==> config.mk <==
export PLATFORM = sky130hd
export DESIGN_NAME = rgb_to_hsv_convert
export DESIGN_NICKNAME = d
export VERILOG_FILES = /design/src/design/rhsv_pkg.sv /design/src/design/rgb_to_hsv_convert.sv
export SDC_FILE = /design/constraint.sdc
export NUM_CORES = 1
export LEC_CHECK = 0
export BUFFER_PORTS_ARGS = -buffer_cell sky130_fd_sc_hd__buf_2
export CAP_MARGIN = 20
export CORE_ASPECT_RATIO = 1.4
export CORE_MARGIN = 2
export CORE_UTILIZATION = 50
export CTS_CLUSTER_SIZE = 14
export DETAILED_ROUTE_END_ITERATION = 10
export PLACE_DENSITY = 0.66
export SLEW_MARGIN = 20
export SYNTH_ARGS = -nofsm -noshare
export SYNTH_HDL_FRONTEND = slang
export SYNTH_SLANG_ARGS = --single-unit
==> constraint.sdc <==
create_clock -name clk -period 13.3 [get_ports clk]
set_clock_uncertainty 0.05 [all_clocks]
set_input_delay 0.665 -clock clk [delete_from_list [all_inputs] [get_ports clk]]
set_output_delay 0.665 -clock clk [all_outputs]
set_load 0.01 [all_outputs]
==> src/design/rhsv_pkg.sv <==
// ----------------------------------------------------------------------------
// rhsv_pkg
// Shared widths, fixed-point scales, sector codes and request types for the
// rgb to hsv converter.
// ----------------------------------------------------------------------------
`default_nettype none

package rhsv_pkg;

    localparam int COMPONENT_BITS = 8;
    localparam int HUE_FRAC_BITS  = 4;
    localparam int SAT_FRAC_BITS  = 12;

    localparam int RED_W   = 8;
    localparam int GREEN_W = 8;
    localparam int BLUE_W  = 8;
    localparam int HUE_W   = 13;
    localparam int SAT_W   = 13;
    localparam int VAL_W   = 8;

    localparam int HUE_SCALE = 60 * (1 << HUE_FRAC_BITS);
    localparam int HUE_FULL  = 360 * (1 << HUE_FRAC_BITS);

    // quotient widths: hue below 5 sectors worth, saturation up to one
    localparam int HUE_Q_W   = $clog2(5 * HUE_SCALE + 1);
    localparam int SAT_Q_W   = $clog2((1 << SAT_FRAC_BITS) + 1);
    localparam int DIV_STEPS = (HUE_Q_W > SAT_Q_W) ? HUE_Q_W : SAT_Q_W;

    localparam int NUM_W = COMPONENT_BITS + DIV_STEPS;
    localparam int SUM_W = COMPONENT_BITS + 4;
    localparam int ABS_W = COMPONENT_BITS + 3;

    typedef enum logic [1:0] {
        SEC_RED   = 2'd0,
        SEC_GREEN = 2'd1,
        SEC_BLUE  = 2'd2
    } sector_t;

    typedef struct packed {
        logic [RED_W-1:0]   red;
        logic [GREEN_W-1:0] green;
        logic [BLUE_W-1:0]  blue;
    } pixel_t;

    typedef struct packed {
        logic [HUE_W-1:0] hue;
        logic [SAT_W-1:0] saturation;
        logic [VAL_W-1:0] brightness;
    } hsv_t;

endpackage

`default_nettype wire

==> src/design/rgb_to_hsv_convert.sv <==
// ----------------------------------------------------------------------------
// rgb_to_hsv_convert
// Pipelined rgb to hsv conversion with two restoring dividers, one quotient
// bit per stage, running side by side for hue and saturation.
// ----------------------------------------------------------------------------
// a result passes from the accepting edge through stage a, stage b, the divider registers and the output reg
// throughput: one request per cycle while the output is not stalled, set by the one-bit-per-stage dividers
// a stalled output holds only the stages behind it that are full
// empty stages collapse, so input is taken whenever any stage ahead is free
// reset clears all valid bits; payload registers are not reset
`default_nettype none

module rgb_to_hsv_convert
    import rhsv_pkg::*;
(
    input  wire logic   clk,
    input  wire logic   rst_n,
    input  wire pixel_t pixel,
    input  wire logic   pixel_valid,
    output logic        pixel_stall,
    output hsv_t        hsv,
    output logic        hsv_valid,
    input  wire logic   hsv_stall
);

    localparam int CD = COMPONENT_BITS;

    // handshake chain
    logic                 a_ready;
    logic                 b_ready;
    logic [DIV_STEPS:0]   dv_ready;
    logic                 out_ready;

    // stage a: max, min, sector, difference
    logic                 a_valid_reg, a_valid_next;
    logic [CD-1:0]        a_max_reg, a_max_next;
    logic [CD-1:0]        a_spread_reg, a_spread_next;
    logic signed [CD:0]   a_diff_reg, a_diff_next;
    sector_t              a_sector_reg, a_sector_next;
    logic [CD-1:0]        in_r, in_g, in_b, in_min;

    // stage b: offset sum and magnitude
    logic                 b_valid_reg, b_valid_next;
    logic [CD-1:0]        b_max_reg;
    logic [CD-1:0]        b_spread_reg;
    logic [ABS_W-1:0]     b_abs_reg, b_abs_next;
    logic                 b_neg_reg, b_neg_next;
    logic signed [SUM_W-1:0] b_sum;
    logic [SUM_W-1:0]     k_term;

    // divider stages
    logic [NUM_W-1:0]     hue_num, sat_num;
    logic                 dv_valid_reg [0:DIV_STEPS];
    logic                 dv_valid_next [0:DIV_STEPS];
    logic [CD-1:0]        dv_hue_rem_reg [0:DIV_STEPS];
    logic [CD-1:0]        dv_hue_rem_next [0:DIV_STEPS];
    logic [DIV_STEPS-1:0] dv_hue_low_reg [0:DIV_STEPS];
    logic [DIV_STEPS-1:0] dv_hue_low_next [0:DIV_STEPS];
    logic [CD-1:0]        dv_sat_rem_reg [0:DIV_STEPS];
    logic [CD-1:0]        dv_sat_rem_next [0:DIV_STEPS];
    logic [DIV_STEPS-1:0] dv_sat_low_reg [0:DIV_STEPS];
    logic [DIV_STEPS-1:0] dv_sat_low_next [0:DIV_STEPS];
    logic [CD-1:0]        dv_spread_reg [0:DIV_STEPS];
    logic [CD-1:0]        dv_spread_next [0:DIV_STEPS];
    logic [CD-1:0]        dv_max_reg [0:DIV_STEPS];
    logic [CD-1:0]        dv_max_next [0:DIV_STEPS];
    logic                 dv_neg_reg [0:DIV_STEPS];
    logic                 dv_neg_next [0:DIV_STEPS];

    // output register
    logic                 hsv_valid_reg, hsv_valid_next;
    hsv_t                 hsv_reg, hsv_next;
    logic [HUE_W-1:0]     q_hue;

    always_comb
    begin
        out_ready = !hsv_valid_reg || !hsv_stall;
        dv_ready[DIV_STEPS] = !dv_valid_reg[DIV_STEPS] || out_ready;
        for (int i = DIV_STEPS - 1; i >= 0; i--)
        begin
            dv_ready[i] = !dv_valid_reg[i] || dv_ready[i+1];
        end
        b_ready = !b_valid_reg || dv_ready[0];
        a_ready = !a_valid_reg || b_ready;
    end

    assign pixel_stall = !a_ready;
    assign hsv_valid   = hsv_valid_reg;
    assign hsv         = hsv_reg;

    // stage a
    always_comb
    begin
        in_r = pixel.red[CD-1:0];
        in_g = pixel.green[CD-1:0];
        in_b = pixel.blue[CD-1:0];

        priority if (in_r >= in_g && in_r >= in_b)
        begin
            a_sector_next = SEC_RED;
            a_max_next    = in_r;
        end
        else if (in_g >= in_b)
        begin
            a_sector_next = SEC_GREEN;
            a_max_next    = in_g;
        end
        else
        begin
            a_sector_next = SEC_BLUE;
            a_max_next    = in_b;
        end

        in_min = in_r;
        if (in_g < in_min)
        begin
            in_min = in_g;
        end
        if (in_b < in_min)
        begin
            in_min = in_b;
        end
        a_spread_next = a_max_next - in_min;

        unique case (a_sector_next)
            SEC_RED:   a_diff_next = $signed({1'b0, in_g}) - $signed({1'b0, in_b});
            SEC_GREEN: a_diff_next = $signed({1'b0, in_b}) - $signed({1'b0, in_r});
            SEC_BLUE:  a_diff_next = $signed({1'b0, in_r}) - $signed({1'b0, in_g});
            default:   a_diff_next = '0;
        endcase

        a_valid_next = a_ready ? pixel_valid : a_valid_reg;
    end

    // stage b
    always_comb
    begin
        unique case (a_sector_reg)
            SEC_RED:   k_term = '0;
            SEC_GREEN: k_term = SUM_W'({a_spread_reg, 1'b0});
            SEC_BLUE:  k_term = SUM_W'({a_spread_reg, 2'b00});
            default:   k_term = '0;
        endcase
        b_sum        = SUM_W'(a_diff_reg) + $signed(k_term);
        b_neg_next   = b_sum[SUM_W-1];
        b_abs_next   = b_neg_next ? ABS_W'(-b_sum) : ABS_W'(b_sum);
        b_valid_next = b_ready ? a_valid_reg : b_valid_reg;
    end

    // divider entry and steps
    always_comb
    begin
        logic [CD:0] t_h;
        logic [CD:0] t_s;
        logic        ge_h;
        logic        ge_s;

        hue_num = NUM_W'(b_abs_reg) * NUM_W'(HUE_SCALE);
        sat_num = NUM_W'(b_spread_reg) << SAT_FRAC_BITS;

        dv_valid_next[0]   = dv_ready[0] ? b_valid_reg : dv_valid_reg[0];
        dv_hue_rem_next[0] = hue_num[NUM_W-1 -: CD];
        dv_hue_low_next[0] = hue_num[DIV_STEPS-1:0];
        dv_sat_rem_next[0] = sat_num[NUM_W-1 -: CD];
        dv_sat_low_next[0] = sat_num[DIV_STEPS-1:0];
        dv_spread_next[0]  = b_spread_reg;
        dv_max_next[0]     = b_max_reg;
        dv_neg_next[0]     = b_neg_reg;

        for (int i = 1; i <= DIV_STEPS; i++)
        begin
            t_h  = {dv_hue_rem_reg[i-1], dv_hue_low_reg[i-1][DIV_STEPS-1]};
            t_s  = {dv_sat_rem_reg[i-1], dv_sat_low_reg[i-1][DIV_STEPS-1]};
            ge_h = t_h >= {1'b0, dv_spread_reg[i-1]};
            ge_s = t_s >= {1'b0, dv_max_reg[i-1]};

            dv_valid_next[i]   = dv_ready[i] ? dv_valid_reg[i-1] : dv_valid_reg[i];
            dv_hue_rem_next[i] = ge_h ? CD'(t_h - {1'b0, dv_spread_reg[i-1]}) : t_h[CD-1:0];
            dv_sat_rem_next[i] = ge_s ? CD'(t_s - {1'b0, dv_max_reg[i-1]}) : t_s[CD-1:0];
            dv_hue_low_next[i] = {dv_hue_low_reg[i-1][DIV_STEPS-2:0], ge_h};
            dv_sat_low_next[i] = {dv_sat_low_reg[i-1][DIV_STEPS-2:0], ge_s};
            dv_spread_next[i]  = dv_spread_reg[i-1];
            dv_max_next[i]     = dv_max_reg[i-1];
            dv_neg_next[i]     = dv_neg_reg[i-1];
        end
    end

    // sign fix, wrap and grey override
    always_comb
    begin
        q_hue = HUE_W'(dv_hue_low_reg[DIV_STEPS]);
        if (dv_spread_reg[DIV_STEPS] == '0)
        begin
            hsv_next.hue        = '0;
            hsv_next.saturation = '0;
        end
        else
        begin
            if (dv_neg_reg[DIV_STEPS] && q_hue != '0)
            begin
                hsv_next.hue = HUE_W'(HUE_FULL) - q_hue;
            end
            else if (dv_neg_reg[DIV_STEPS])
            begin
                hsv_next.hue = '0;
            end
            else
            begin
                hsv_next.hue = q_hue;
            end
            hsv_next.saturation = SAT_W'(dv_sat_low_reg[DIV_STEPS]);
        end
        hsv_next.brightness = VAL_W'(dv_max_reg[DIV_STEPS]);
        hsv_valid_next      = out_ready ? dv_valid_reg[DIV_STEPS] : hsv_valid_reg;
    end

    always_ff @(posedge clk or negedge rst_n)
    begin
        if (!rst_n)
        begin
            a_valid_reg   <= 1'b0;
            b_valid_reg   <= 1'b0;
            hsv_valid_reg <= 1'b0;
            for (int i = 0; i <= DIV_STEPS; i++)
            begin
                dv_valid_reg[i] <= 1'b0;
            end
        end
        else
        begin
            a_valid_reg   <= a_valid_next;
            b_valid_reg   <= b_valid_next;
            hsv_valid_reg <= hsv_valid_next;
            for (int i = 0; i <= DIV_STEPS; i++)
            begin
                dv_valid_reg[i] <= dv_valid_next[i];
            end
        end
    end

    always_ff @(posedge clk)
    begin
        if (a_ready)
        begin
            a_max_reg    <= a_max_next;
            a_spread_reg <= a_spread_next;
            a_diff_reg   <= a_diff_next;
            a_sector_reg <= a_sector_next;
        end
        if (b_ready)
        begin
            b_max_reg    <= a_max_reg;
            b_spread_reg <= a_spread_reg;
            b_abs_reg    <= b_abs_next;
            b_neg_reg    <= b_neg_next;
        end
        for (int i = 0; i <= DIV_STEPS; i++)
        begin
            if (dv_ready[i])
            begin
                dv_hue_rem_reg[i] <= dv_hue_rem_next[i];
                dv_hue_low_reg[i] <= dv_hue_low_next[i];
                dv_sat_rem_reg[i] <= dv_sat_rem_next[i];
                dv_sat_low_reg[i] <= dv_sat_low_next[i];
                dv_spread_reg[i]  <= dv_spread_next[i];
                dv_max_reg[i]     <= dv_max_next[i];
                dv_neg_reg[i]     <= dv_neg_next[i];
            end
        end
        if (out_ready)
        begin
            hsv_reg <= hsv_next;
        end
    end

    // checks
    hue_in_range: assert property (@(posedge clk) disable iff (!rst_n)
        hsv_valid_reg |-> (hsv_reg.hue < HUE_W'(HUE_FULL)))
        else $error("hue outside one turn");

    sat_in_range: assert property (@(posedge clk) disable iff (!rst_n)
        hsv_valid_reg |-> (hsv_reg.saturation <= SAT_W'(1 << SAT_FRAC_BITS)))
        else $error("saturation above one");

    grey_has_no_hue: assert property (@(posedge clk) disable iff (!rst_n)
        (hsv_valid_reg && hsv_reg.saturation == '0) |-> (hsv_reg.hue == '0))
        else $error("hue set on a grey pixel");

    hue_rem_bound: assert property (@(posedge clk) disable iff (!rst_n)
        (dv_valid_reg[DIV_STEPS] && dv_spread_reg[DIV_STEPS] != '0)
            |-> (dv_hue_rem_reg[DIV_STEPS] < dv_spread_reg[DIV_STEPS]))
        else $error("hue remainder not below divisor");

    sat_rem_bound: assert property (@(posedge clk) disable iff (!rst_n)
        (dv_valid_reg[DIV_STEPS] && dv_max_reg[DIV_STEPS] != '0)
            |-> (dv_sat_rem_reg[DIV_STEPS] < dv_max_reg[DIV_STEPS]))
        else $error("saturation remainder not below divisor");

    empty_out_takes_input: assert property (@(posedge clk) disable iff (!rst_n)
        !hsv_valid_reg |-> !pixel_stall)
        else $error("input stalled with an empty output");

endmodule

`default_nettype wire

==> results of run 1 <==
[report_power, final]
group	total (mW)	switching (mW)	internal [mW]	leakage, nW
clock network	2.15	0.867	1.29	1.23
registers	4.77	0.506	4.26	7.81
logic	5.43	2.85	2.57	8.05
[layout by cell type (no fill, tap or decap), drive strengths merged, types with 7 or more instances in the layout]
cell type  count
nor2b         59
o21bai        11
inv          374
clkinv        23
nand2b        39
o22a           7
a311oi        17
nor4           8
nand2        101
a21boi        48
edfxtp       737
fa            48
nor3          19
buf           77
dfrtp         17
bufinv        10
a21o          43
nand4         36
xnor2         84
o21a          27
and2          32
mux2i         46
a21oi         98
nand3         28
clkbuf        99
o21ai        141
nor2         239
mux2         122
or3            7
ha           276
a22oi         24
or2           16
xor2          52
[kinds of logic after synthesis]
kind of cell             Yosys count
multiplexers                     168
XOR/XNOR                         136
AND/OR/NAND/NOR                  598
AO/OA/AOI/OAI                    452
buffers and inverters            392
flip-flops                       754
adder cells (fa/ha/maj)          324
[worst paths after layout]
path	slack [ns]	end	from
max	7.36	a_spread_reg[7]	pixel[9]
min	0.20	a_valid_reg	pixel_valid
max reg2reg	9.15	dv_spread_reg[0][43]	dv_valid_reg[0]
min reg2reg	0.36	dv_hue_low_reg[0][64]	dv_hue_low_reg[0][50]
max in group asynchronous	12.33	dv_valid_reg[10]	rst_n
min in group asynchronous	0.51	hsv_valid	rst_n
[cell type report]
cell class	count	area share (%)
diodes	1	0.00605
clock buffers	99	4.95
clock inverters	37	1.16
well taps	960	2.90
inverters	372	3.38
flip-flops and latches	754	54.5
repair buffers	78	1.04
multi-input cells	1678	32.1
[per-layer routing]
metal,vias up,global-route usage (%)
met1,10300,14.3
met5,-,0
met2,325,37.0
li1,10400,-
met4,2,8.17
met3,161,2.58
[repair_timing]
item / in CTS / in global routing
hold buffers: 1 / 0
buffers inserted: 0 / 0
gates resized for setup: 0 / 0
endpoints found under the hold margin: 17 / 0
==> flow_summary.json, run 1 <==
{
  "synth.distinct_cells": 58,
  "grt_pass1_wl_microns": 106000,
  "min_period_ns": 5.94,
  "synth_ff_type": "edfxtp_1",
  "cp_num_buf_inv": 2,
  "rsz0062_at_grt": "false",
  "cts_tree": "yes",
  "core_area_sq_um": 74000,
  "wire_per_inst_microns": 16.3,
  "wl_met1_microns": 20600,
  "synth_seq_cells": 754,
  "die_h_microns": 327,
  "grt_pass1_vias": 22700,
  "worst_ep_arrival_time_ns": 6.24,
  "via_per_inst": 5.31,
  "worst_r2r_path_depth": 10,
  "io_buffers": 63,
  "syn_area_sq_um": 37300,
  "synth_commonest_cells": "edfxtp_1, inv_1, ha_1",
  "cts_buffers": 75,
  "clk_latency_ns": 0.61,
  "synth_xor_area_share_pct": 3.21,
  "synth_compound_area_share_pct": 7.92,
  "slew_headroom_pct": 30.1,
  "drc": 0,
  "fill_cells": 5828,
  "vias": 21100,
  "total_power_mw": 12.3,
  "row_count": 118,
  "criticalPathCategory": "input pin to flip-flop",
  "synth_area_leaders": "edfxtp_1, ha_1, inv_1",
  "synth-simple-area-share_pct": 7.63,
  "p_per_area_nw_per_um2": 298,
  "synth_nets": 3176,
  "synth_warnings": 0,
  "postLayoutSetupSlackWorst_ns": 7.36,
  "cp_slowest_cell": "o21ai_1",
  "finalNetCount": 3311,
  "cp_slowest_stage_delay_ns": 0.53,
  "synth_cells": 2824,
  "critPathTopFamily": "compound AO/OA/AOI/OAI gates",
  "drt_iter0_markers": 747,
  "dr_wl_met3_microns": 2000,
  "endpoint_kind": "flip-flop",
  "crit_top_cell": "a21o_1",
  "final_util_pct": 56.0,
  "ys_seq_area_share_pct": 60.5,
  "synth.avg_cell_area_sq_um": 13.2,
  "antenna_found_initial": 2,
  "min_path_cells": 2,
  "synth_adder_area_share_pct": 11.8,
  "wirelength_microns": 64800,
  "seqCellArea_sq_um": 22600,
  "place_hpwl_microns": 50300,
  "area_growth_pct": 11.0,
  "maxCapViolations": 0,
  "top_layer": "met5",
  "setup_tns_ns": 0,
  "hold_violations": 0,
  "finalSetupViolCount": 0,
  "ir_drop_mv": 0.152,
  "gp_congestion": 0.838,
  "synth_top_family_by_area": "adder cells",
  "worstPathRequired_ns": 13.60,
  "clockBufferDepth": 3,
  "globalRouteOverflowTotal": 0,
  "worstMarginPinSlew_ns": 1.05,
  "drive_gt1_share_pct": 11.9,
  "outcome": "finished clean",
  "cts.clk_slew.worst_paths_ns": 0.06,
  "fin_crit_sh_pct": 44.7,
  "synthMuxAreaShare_pct": 4.92,
  "synth_edf_count": 737,
  "drv_slew": 0,
  "postPlaceCellArea_sq_um": 38800,
  "startpoint_type": "input pin",
  "yosysMostFrequentCell": "edfxtp_1",
  "cts.sinks": 754,
  "track_usage_pct": 17.1,
  "fin_cells": 3979,
  "dpl.cell_count": 3841,
  "hold_ws_ns": 0.198,
  "start_util_pct": 50.4,
  "dieArea_sq_um": 76800,
  "path_max_fanout": 13,
  "multiInputGateArea_sq_um": 13300,
  "dpl_worst_slack_ns": 6.74,
  "wl_met2_microns": 39500,
  "hold_class": "input pin to flip-flop",
  "synth_top_area_cell": "edfxtp_1",
  "htree_levels": 3,
  "leakage_nw": 17.1,
  "dieWidth_microns": 235,
  "synth_top_area_share_pct": 59.4,
  "root_buffer": "clkbuf_16",
  "synthArstFlopShare_pct": 2.25,
  "crit_cells": 25,
  "max_clock_freq_ghz": 0.168,
  "ios": 64,
  "ant_nets": 0,
  "grt_max_degree": 59,
  "drt_pass1_iterations": 5,
  "final_area_sq_um": 41400,
  "largest_reg_flops": 119
}
(Power assumes the default switching activity.)
==> run 2: changes to the inputs <==
--- a/config.mk
+++ b/config.mk
@@ -12,7 +12,7 @@
 export CORE_UTILIZATION = 50
 export CTS_CLUSTER_SIZE = 14
 export DETAILED_ROUTE_END_ITERATION = 10
-export PLACE_DENSITY = 0.66
+export PLACE_DENSITY = 0.68
 export SLEW_MARGIN = 20
 export SYNTH_ARGS = -nofsm -noshare
 export SYNTH_HDL_FRONTEND = slang
==> constraint.sdc (replaced) <==
create_clock -name clk -period 4.97 [get_ports clk]
set_clock_uncertainty 0.05 [all_clocks]
set_input_delay 0.2485 -clock clk [delete_from_list [all_inputs] [get_ports clk]]
set_output_delay 0.2485 -clock clk [all_outputs]
set_load 0.01 [all_outputs]
==> flow_summary.json, run 2 (synthesis gave the netlist of run 1 again) <==
{
  "outcome": "finished clean",
  "finalNetCount": 3369,
  "cts.sinks": 754,
  "dieArea_sq_um": 76800,
  "place_hpwl_microns": 51900,
  "ant_nets": 0,
  "netSwitchingFraction_pct": 34.7,
  "num_antenna_cells": 0,
  "p_int_mw": 21.5,
  "root_buffer": "clkbuf_16",
  "vias": 21400,
  "cts_buffers": 73,
  "criticalPathCategory": "input pin to flip-flop",
  "slew_headroom_pct": 50.8,
  "drive_gt1_share_pct": 13.2,
  "worst_ep_arrival_time_ns": 4.88,
  "worst_r2r_path_depth": 11,
  "final_cell_mix": "edfxtp_1, inv_1, ha_1, nor2_1, o21ai_0",
  "leakage_nw": 17.3,
  "critPathTopFamily": "compound AO/OA/AOI/OAI gates",
  "endpoint_kind": "flip-flop",
  "io_buffers": 63,
  "ff2ff_setup_slack_ns": 1.30,
  "core_area_sq_um": 74000,
  "clockBufferDepth": 3,
  "area_growth_pct": 11.9,
  "hold_class": "input pin to async pin",
  "drt_pass1_iterations": 5,
  "startpoint_type": "input pin",
  "clk_latency_ns": 0.62,
  "clockPowerShare_pct": 16.3,
  "htree_levels": 3,
  "layout_commonest_cell": "edfxtp_1",
  "min_period_ns": 4.58,
  "rr_startpoint": "b_abs_reg[2]",
  "dpl_worst_slack_ns": -0.180,
  "ios": 64,
  "start_util_pct": 50.4,
  "drc": 0,
  "p_switching_mw": 11.4,
  "rsz0062_at_grt": "false",
  "gp_congestion": 0.893,
  "via_per_inst": 5.29,
  "fin_crit_sh_pct": 92.1,
  "hold_violations": 0,
  "wire_per_inst_microns": 16.5,
  "drv_slew": 0,
  "row_count": 118,
  "fill_cells": 5795,
  "antenna_found_initial": 1,
  "worstMarginPinSlew_ns": 0.738,
  "final_area_sq_um": 41700,
  "globalRouteOverflowTotal": 0,
  "grt_max_degree": 57,
  "setup_tns_ns": 0,
  "worstPathRequired_ns": 5.28,
  "postLayoutSetupSlackWorst_ns": 0.392,
  "max_clock_freq_ghz": 0.218,
  "seqPwrFrac_pct": 38.9,
  "dieWidth_microns": 235,
  "ir_drop_mv": 0.471,
  "wirelength_microns": 66700,
  "cp_slowest_cell": "fa_1",
  "final_util_pct": 56.4,
  "p_comb_share_pct": 44.8,
  "track_usage_pct": 17.7,
  "drt_iter0_markers": 926,
  "hold_ws_ns": 0.0754,
  "r2r_end": "dv_hue_rem_reg[0][5]",
  "p_per_area_nw_per_um2": 789,
  "die_h_microns": 327,
  "path_max_fanout": 8,
  "grt_pass1_wl_microns": 109000,
  "cts_tree": "yes",
  "cp_num_buf_inv": 7,
  "cp_slowest_stage_delay_ns": 0.38,
  "finalSetupViolCount": 0,
  "cts.clk_slew.worst_paths_ns": 0.06,
  "grt_pass1_vias": 23200,
  "postPlaceCellArea_sq_um": 39300,
  "maxCapViolations": 0,
  "largest_reg_flops": 119
}
run 2: worst max-delay path by stage:
stage | from | end | slack, ns | depth (start not counted)
final | pixel[9] | a_spread_reg[6] | 0.39 | 29
after CTS | pixel[9] | a_spread_reg[6] | 0.46 | 29
after detailed placement | pixel[9] | a_spread_reg[6] | -0.18 | 29
after global placement | pixel[9] | a_spread_reg[7] | -0.22 | 26
after global routing | pixel[9] | a_spread_reg[6] | 0.009 | 29
after floorplan | hsv_valid | dv_hue_low_reg[0][52] | 0.02 | 8
run 2: metal layers:
| metal | track usage, % | up-vias | routed length [microns] |
|---|---|---|---|
| met1 | 15.0 | 10300 | 21300 |
| li1 | - | 10500 | - |
| met2 | 38.0 | 386 | 40200 |
| met5 | 0 | - | 0 |
| met4 | 9.03 | 0 | 3020 |
| met3 | 2.61 | 173 | 2200 |
run 2: power by group through the flow:
stage	clock [mW]	sequential, mW	combinational (mW)
5_1_grt	5.77	13.1	16.6
4_1_cts	5.52	12.9	14.9
3_5_place_dp	0	13.0	14.7
2_1_floorplan	0	12.4	11.5
6_report	5.37	12.8	14.7
3_3_place_gp	0	12.8	14.0
run 2: what timing repair did:
| action | CTS | global route |
|---|---|---|
| setup buffers | 0 | 0 |
| resized for setup | 0 | 0 |
| endpoints found under the hold margin | 18 | 0 |
| setup endpoints to repair | 0 | 0 |
| hold buffers | 2 | 0 |
run 2: per-stage QoR:
stage | std cells | power [mW]
2_1_floorplan | 2824 | 24.0
3_3_place_gp | 3897 | 26.9
3_5_place_dp | 3897 | 27.7
4_1_cts | 4031 | 33.2
5_1_grt | 4034 | 35.5
6_report | 4034 | 32.9
run 2: area by class of cell:
class,instances,area (sq um),share of cell area (%)
Sequential cell,754,22600,54.1
Tap cell,960,1200,2.88
Clock inverter,37,370,0.888
Timing Repair Buffer,138,928,2.23
Inverter,372,1400,3.36
Clock buffer,95,1950,4.68
Multi-Input combinational cell,1678,13300,31.9
==> run 3: changes to the inputs <==
--- a/config.mk
+++ b/config.mk
@@ -10,6 +10,7 @@
 export CORE_ASPECT_RATIO = 1.4
 export CORE_MARGIN = 2
 export CORE_UTILIZATION = 50
+export CTS_BUF_LIST = sky130_fd_sc_hd__clkbuf_4 sky130_fd_sc_hd__clkbuf_8
 export CTS_CLUSTER_SIZE = 14
 export DETAILED_ROUTE_END_ITERATION = 10
 export PLACE_DENSITY = 0.68
==> flow_summary.json, run 3 (synthesis gave the netlist of run 1 again) <==
{
  "row_count": 118,
  "p_per_area_nw_per_um2": 781,
  "via_per_inst": 5.27,
  "slew_headroom_pct": 29.1,
  "outcome": "finished clean",
  "total_power_mw": 32.6,
  "p_comb_share_pct": 45.3,
  "seqCellArea_sq_um": 22600,
  "wirelength_microns": 66800,
  "ios": 64,
  "worst_ep_arrival_time_ns": 5.10,
  "drc": 0,
  "root_buffer": "clkbuf_8",
  "ant_nets": 0,
  "multiInputGateArea_sq_um": 13300,
  "cts.clk_slew.worst_paths_ns": 0.07,
  "track_usage_pct": 17.7,
  "p_switching_mw": 11.4,
  "start_util_pct": 50.4,
  "io_buffers": 63,
  "antenna_found_initial": 1,
  "drt_pass1_iterations": 5,
  "path_max_fanout": 7,
  "grt_max_degree": 57,
  "globalRouteOverflowTotal": 0,
  "hold_class": "input pin to flip-flop",
  "clockPowerShare_pct": 15.4,
  "place_hpwl_microns": 51900,
  "worstPathRequired_ns": 5.39,
  "die_h_microns": 327,
  "final_cell_mix": "edfxtp_1, inv_1, ha_1, nor2_1, o21ai_0",
  "maxCapViolations": 0,
  "grt_pass1_vias": 23600,
  "core_area_sq_um": 74000,
  "drive_gt1_share_pct": 15.3,
  "max_clock_freq_ghz": 0.214,
  "ir_drop_mv": 0.469,
  "hold_violations": 0,
  "finalNetCount": 3411,
  "p_int_mw": 21.1,
  "seqPwrFrac_pct": 39.4,
  "clockBufferDepth": 3,
  "cts_buffers": 111,
  "fill_cells": 5854,
  "hold_ws_ns": 0.0859,
  "dieArea_sq_um": 76800,
  "min_period_ns": 4.67,
  "startpoint_type": "input pin",
  "leakage_nw": 17.4,
  "dieWidth_microns": 235,
  "finalSetupViolCount": 0,
  "layout_commonest_cell": "edfxtp_1",
  "grt_pass1_wl_microns": 109000,
  "vias": 21700,
  "largest_reg_flops": 119,
  "criticalPathCategory": "input pin to flip-flop",
  "rsz0062_at_grt": "false",
  "area_growth_pct": 11.8,
  "cts.sinks": 754,
  "endpoint_kind": "flip-flop",
  "clk_latency_ns": 0.72,
  "gp_congestion": 0.893,
  "drt_iter0_markers": 914,
  "cts_tree": "yes",
  "htree_levels": 3,
  "fin_crit_sh_pct": 94.0,
  "drv_slew": 0,
  "worstMarginPinSlew_ns": 1.06,
  "wire_per_inst_microns": 16.3,
  "netSwitchingFraction_pct": 35.2
}
[run 3: worst paths after layout]
path,cells after the start,endpoint,slack [ns],from
worst min register to register,0,dv_hue_low_reg[1][59],0.36,dv_hue_low_reg[1][45]
max in group asynchronous,4,dv_valid_reg[8],3.76,rst_n
worst max register to register,11,dv_hue_rem_reg[0][5],1.30,b_abs_reg[0]
worst max-delay path,27,a_spread_reg[7],0.30,pixel[21]
min in group asynchronous,3,dv_valid_reg[7],0.61,rst_n
worst min-delay path,4,a_max_reg[3],0.09,pixel[19]
[run 3: final cells by class]
| type | count | share of cell area, % |
|---|---|---|
| clock inverters | 60 | 1.18 |
| inverters | 372 | 3.36 |
| diodes | 1 | 0.00600 |
| repair buffers | 142 | 2.29 |
| well taps | 960 | 2.88 |
| clock buffers | 142 | 4.25 |
| flip-flops and latches | 754 | 54.1 |
| multi-input cells | 1678 | 31.9 |
[run 3: repair_timing]
action / CTS / global route
hold buffers: 6 / 0
endpoints found under the setup margin: 0 / 2
buffers inserted: 0 / 0
hold endpoints to repair: 21 / 0
gates resized for setup: 0 / 3
[run 3: worst max-delay path, stage by stage]
cell and delay, ns:
dlygate4sd3_1 0.55, buf_2 0.15, ha_1 0.29, nand3_1 0.11
nor2_1 0.12, o31a_1 0.16, nand2b_1 0.12, o21ai_2 0.08
buf_4 0.17, buf_4 0.14, nor2_1 0.08, a21oi_1 0.06
ha_1 0.19, a21oi_1 0.12, nor2b_1 0.06, or3_1 0.32
o31ai_2 0.19, a21o_1 0.18, mux2_2 0.36, ha_1 0.27
a21o_1 0.18, a21o_1 0.19, a21o_1 0.20, a21oi_2 0.15
o21ai_1 0.10, xor2_1 0.15, xnor2_1 0.13
[run 3: power groups by stage]
stage               combinational, mW  sequential (mW)  clock (mW)
floorplan                        11.5             12.4           0
global placement                 14.0             12.8           0
detailed placement               14.7             13.0           0
CTS                              14.8             12.9        5.19
global route                     16.6             13.1        5.44
finish                           14.7             12.8        5.01
[run 3: per-layer routing]
metal	vias up	track usage (%)	wire length [microns]	part of all wire (%)
met4	0	10.2	3460	5.2
met1	10400	14.8	21300	32
met3	206	2.78	2360	3.5
li1	10600	-	-	-
met2	445	37.5	39700	59
met5	-	0	0	0
[run 3: metrics by stage]
| step | cell area, sq um | setup slack, ns | cells | TNS, ns | utilization [%] |
|---|---|---|---|---|---|
| after floorplan | 37300 | 0.0217 | 2824 | 0 | - |
| after global placement | 39300 | -0.220 | 3897 | -0.411 | 53.1 |
| after detailed placement | 39300 | -0.180 | 3897 | -0.349 | 53.1 |
| after CTS | 41600 | 0.406 | 4105 | 0 | 56.3 |
| after global routing | 41700 | 0.0315 | 4109 | 0 | 56.4 |
| final | 41700 | 0.296 | 4109 | 0 | 56.4 |
